**src/sv/tps_pkg.sv**
```systemverilog
`default_nettype none
package tps_pkg;

  localparam int CW = 32;              // coordinate width
  localparam int FRAC_BITS = 16;       // fraction bits of the coordinate format
  localparam int LW = CW + 1;          // edge vector / offset width
  localparam int PW = CW + LW;         // one normal * vector product
  localparam int DW = PW + 2;          // dot product (three terms)
  localparam int QB = CW + 3;          // quotient bits kept before clamping
  localparam int NLO = (DW + 1) / 2;   // low slice of |numer| per multiply pass
  localparam int NHI = DW - NLO;       // high slice
  localparam int MW = DW + LW;         // |numer| * |l|
  localparam int CIW = 3;              // config index width

  localparam logic [CW-1:0] ONE_FX = CW'(1) << FRAC_BITS;

  localparam logic [CIW-1:0] REG_NORMAL_X = 3'd0;
  localparam logic [CIW-1:0] REG_NORMAL_Y = 3'd1;
  localparam logic [CIW-1:0] REG_NORMAL_Z = 3'd2;
  localparam logic [CIW-1:0] REG_ORIGIN_X = 3'd3;
  localparam logic [CIW-1:0] REG_ORIGIN_Y = 3'd4;
  localparam logic [CIW-1:0] REG_ORIGIN_Z = 3'd5;

  typedef logic [2:0][2:0][CW-1:0] tri_t;   // [vertex][axis]

  typedef struct packed {
    logic [2:0][CW-1:0] normal;
    logic [2:0][CW-1:0] origin;
  } plane_t;

  // one classified triangle between front and back
  typedef struct packed {
    tri_t               vert;
    logic [2:0][DW-1:0] denom;
    logic [2:0][DW-1:0] numer;
    logic [2:0]         inpl;
    logic [2:0]         zden;
    logic [2:0]         miss;
  } job_t;

endpackage
`default_nettype wire

```
**src/sv/tps_queue.sv**
```systemverilog
`default_nettype none
module tps_queue import tps_pkg::*; (
  input  wire logic clk,
  input  wire logic rst,
  input  wire logic push,
  input  wire job_t wdata,
  output logic      full,
  input  wire logic pop,
  output logic      head_valid,
  output job_t      head
);

  logic [1:0] count;
  logic       wptr;
  logic       rptr;
  job_t       slot [2];

  always_ff @(posedge clk) begin
    if (rst) begin
      count <= 2'd0;
      wptr  <= 1'b0;
      rptr  <= 1'b0;
    end else begin
      if (push) wptr <= ~wptr;
      if (pop) rptr <= ~rptr;
      count <= count + {1'b0, push} - {1'b0, pop};
    end
  end

  always_ff @(posedge clk) begin
    if (push) slot[wptr] <= wdata;
  end

  assign full       = (count == 2'd2);
  assign head_valid = (count != 2'd0);
  assign head       = slot[rptr];

endmodule
`default_nettype wire

```
**config.mk**
```make
export PLATFORM = sky130hd
export DESIGN_NAME = tps_queue
export DESIGN_NICKNAME = d
export VERILOG_FILES = /design/src/sv/tps_pkg.sv /design/src/sv/tps_queue.sv
export SDC_FILE = /design/constraint.sdc
export NUM_CORES = 1
export LEC_CHECK = 0
export BUFFER_PORTS_ARGS = -buffer_cell sky130_fd_sc_hd__buf_2
export CAP_MARGIN = 20
export CORE_AREA = 2 2 551 553
export DETAILED_ROUTE_END_ITERATION = 7
export DIE_AREA = 0 0 553 555
export HOLD_SLACK_MARGIN = 0.05
export SYNTH_ARGS = -nofsm -noshare
export SYNTH_HDL_FRONTEND = slang
export SYNTH_SLANG_ARGS = --single-unit
```
**constraint.sdc**
```tcl
create_clock -name clk -period 49.7 [get_ports clk]
set_input_delay 2.485 -clock clk [delete_from_list [all_inputs] [get_ports clk]]
set_output_delay 2.485 -clock clk [all_outputs]
set_load 0.03 [all_outputs]
```
* Word-level counts from Yosys, hierarchy flattened
Memory sizes are Yosys's and may differ from the RTL's. A register that Yosys moved wholly into a read port is not among the register bits.
Index checks and enable logic that the tools add are counted.
** Word-level totals
- Flip-flop bits (word level) :: 4
- Input port bits :: 703
- Memories :: 1
- Logic and storage cells :: 14
- Output and inout bits :: 701
- Bits in writable memories :: 1398
** Cells by class
- Multiplexer cells :: 4
- Bitwise logic cells :: 2
- Equal/unequal tests :: 1
- Reductions and logical operators :: 1
- Add/subtract/negate cells :: 2
** Memory list
- slot :: words 2, bits a word 699, read ports 1, clocked after Yosys merged registers in 1, write ports 1, RTL line tps_queue.sv:16 : job_t slot [2];
** Operator list (count)
- $mux W1 :: 4
- $add A2 B1 Y2 :: 1
- $eq A2 B2 Y1 const B :: 1
- $not A1 Y1 :: 2
- $reduce_bool A2 Y1 :: 1
- $sub A2 B1 Y2 :: 1

* Depth between registers and ports, before layout
- Word-level depth :: 3
- Depth in mapped cells :: 6
- Depth with buffers taken out :: 6

* Worst setup path after synthesis
No wires, ideal clock.
- Kind :: input port to flip-flop
- Start point :: in push
- End point :: mem slot[0][0] (netlist bit) (enable)
- Required time :: 47835 ps
- Buffers on the path :: 0
- Library setup time :: 1864 ps
- Path slack :: 15413 ps
- Stages :: 1
- Data arrival time :: 32423 ps
- Path through :: nor2b_1
** Between the ends
- Word-level cells in the longest chain between the ends :: 2
** Ends and longest elaborated chain
- start: declaration :: RTL line tps_queue.sv:5 : input wire logic push,
- $mux W1 :: RTL line tps_queue.sv:31 : if (push) slot[wptr] <= wdata;
- $mux W1 (implied by the code) :: RTL line tps_queue.sv:31
- end: declaration :: RTL line tps_queue.sv:16
No other way between the ends.

==> results_dict.tcl <==
set metrics [dict create \
    finalSetupViolations 0 \
    synthMostInstantiatedCell "edfxtp_1" \
    synth_warnings 0 \
    cts_setup_buffers 0 \
    setup_tns_ns 0 \
    cp.required_ns 47.22 \
    relSlewSlack_pct 28.4 \
    root_buffer "clkbuf_16" \
    postCtsHoldBufs 0 \
    fill_cells 31400 \
    viasPerCell 3.68 \
    postSynthCellCount 2196 \
    initial_utilization_pct 17.1 \
    status "complete, no violations" \
    grt_pass1_wl_mm 273 \
    synth_cell_type_count 15 \
    arrival_ns 5.53 \
    synth_seq_cells 1403 \
    cts_resized 0 \
    min_period_over_period_pct 16.1 \
    port_buffers 1403 \
    avgSynthCellArea_um2 23.4 \
    grt_pass1_vias 28700 \
    ys_top_cells_by_count "edfxtp_1 (1,398), mux2_2 (499), mux2_4 (200)" \
    synthTopCellsByArea "edfxtp_1 (82%), mux2_2 (11%), mux2_4 (5.8%)" \
    num_vias 29100 \
    hp-class "reg2reg" \
    drtPass1Iterations 5 \
    end_kind "primary output" \
    seqCellArea_um2 42100 \
    cts_buffer_depth 4 \
    worstSkewPairLatency_ns 0.81 \
    fmaxAchievable_mhz 125 \
    worst_slack_ns 41.69 \
    netlist.area_leader.share_pct 81.6 \
    finalNetCount 4424 \
    syn_to_final_growth_pct 33.0 \
    synth_nets 2901 \
    worst-setup-path-type "reg2out" \
    drive_gt1_share_pct 61.5 \
    core-area_um2 301000 \
    gp_congestion 0.932 \
    synth-seq-area-share_pct 81.8 \
    pre_cts_slack_ns 42.43 \
    leakage_uw 0.0248 \
    rsz0062_at_grt "false" \
    cp-start-kind "register" \
    holdWs_ns 0.527 \
    worst_pin_slew_ns 1.07 \
    yosys_most_used_dff "edfxtp_1" \
    maxCapViolations 0 \
    synth-edff-count 1398 \
    overflow 0 \
    antenna_found_initial 267 \
    cts_tree "yes" \
    die_w_um 553 \
    ios 1404 \
    grt_max_degree 134 \
    cts_num_sinks 1403 \
    route.detailed.wl_per_inst_um 27.2 \
    multi_input_area_um2 8740 \
    crit_fanout 69 \
    dieArea_um2 307000 \
    h-tree-depth 4 \
    drt_iter0_markers 2540 \
    clk_pin_slew_ns 0.06 \
    rows 202 \
    power_density_nw_per_um2 43.8 \
    antenna_left 0 \
    drv_slew 0 \
    die_y_um 555 \
    numCtsBuffers 163 \
    yosysTopAreaCell "edfxtp_1" \
    drt_wl_total_mm 215 \
    ir_worst_vdd_mv 0.0313 \
    syn_area_um2 51500 \
    period_minus_slack_ns 8.01 \
    synth_async_sr_flop_share_pct 0 \
    track_usage_pct 13.3 \
    drc 0 \
    hpwl_mm 171 \
    fin_skew_ns 0.0590 \
    finalHoldViolations 0 \
]
[cell families after synthesis]
kind of cell / count (synthesis) / share of synthesized area, %
xor gates and xnor gates: 3 / 0.0778
adders and majority gates: 2 / 0.0486
buffers and inverters: 80 / 1.25
DFF: 1403 / 81.8
muxes: 699 / 16.8
and+or+nand+nor: 9 / 0.0900
[sequential cells by signal (all words and copies together), names as in the netlist, named ones only]
name	cells
count	2
wptr	1
slot	1398
rptr	1
[layout make-up]
class                   count  area share (%)
inverters                   2          0.0110
multi-input cells         713            12.8
clock buffers             209            6.34
clock inverters            79            1.08
repair buffers           1436            10.7
diodes                     82           0.300
flip-flops and latches   1403            61.5
well taps                3978            7.27
[path summary, 6_finish.rpt]
check / start / to / slack, ns / cells after the start
worst max register to register: wptr / slot[1][565] / 44.81 / 5
worst max-delay path: register / head[180] / 41.69 / 6
worst min register to register: rptr / rptr / 0.53 / 2
worst min-delay path: rptr / rptr / 0.53 / 2
[worst max-delay path, stage by stage, from the launching register on]
cell	delay [ns]
dfxtp_4	0.85
buf_4	0.66
buf_4	0.65
buf_4	0.75
buf_4	0.92
mux2_2	0.47
buf_2	0.19
[layer usage]
layer  wire length [um]  global-route usage (%)
met5                949                       0
met2              92700                    20.2
met1              80000                    15.1
met3              32600                    8.55
met4               8460                    4.23
[report_power, final]
group	leakage, uW	switching [uW]	internal [uW]
combinational	0.00913	290	140
clock	0.00247	489	670
sequential	0.0132	24.5	1390
total	0.0248	803	2190
[through the flow]
stage,power (uW),cells,cell area [um^2],utilization (%)
after floorplan,1770,2196,51500,-
after global placement,1860,7531,63100,20.9
after detailed placement,1870,7532,63100,21.0
after CTS,3040,7820,68200,22.6
after global routing,3100,7833,68200,22.7
final,3000,7902,68400,22.7
[cells in the final DEF (no fill, tap or decap)]
cell type / Yosys / routed
buf_12: 0 / 3
inv_16: 0 / 1
clkinv_4: 0 / 2
nor2_1: 4 / 4
clkinv_16: 0 / 1
buf_4: 41 / 29
edfxtp_1: 1398 / 1398
buf_2: 14 / 1403
nor2b_1: 3 / 2
clkbuf_8: 0 / 2
diode_2: 0 / 82
nor2b_4: 0 / 1
bufinv_16: 0 / 10
mux2_2: 499 / 499
and2_4: 0 / 1
dfxtp_1: 5 / 4
clkinv_8: 0 / 2
xnor3_1: 1 / 1
or2_2: 1 / 1
inv_1: 2 / 2
clkbuf_16: 0 / 166
mux2_4: 200 / 200
clkbuf_1: 0 / 41
dfxtp_4: 0 / 1
inv_8: 0 / 2
clkinv_2: 0 / 23
xnor2_1: 2 / 2
buf_16: 0 / 1
clkinvlp_4: 0 / 6
inv_6: 0 / 7
ha_1: 2 / 2
clkinv_1: 0 / 25
No activity file was read; power rests on OpenSTA's default activity.
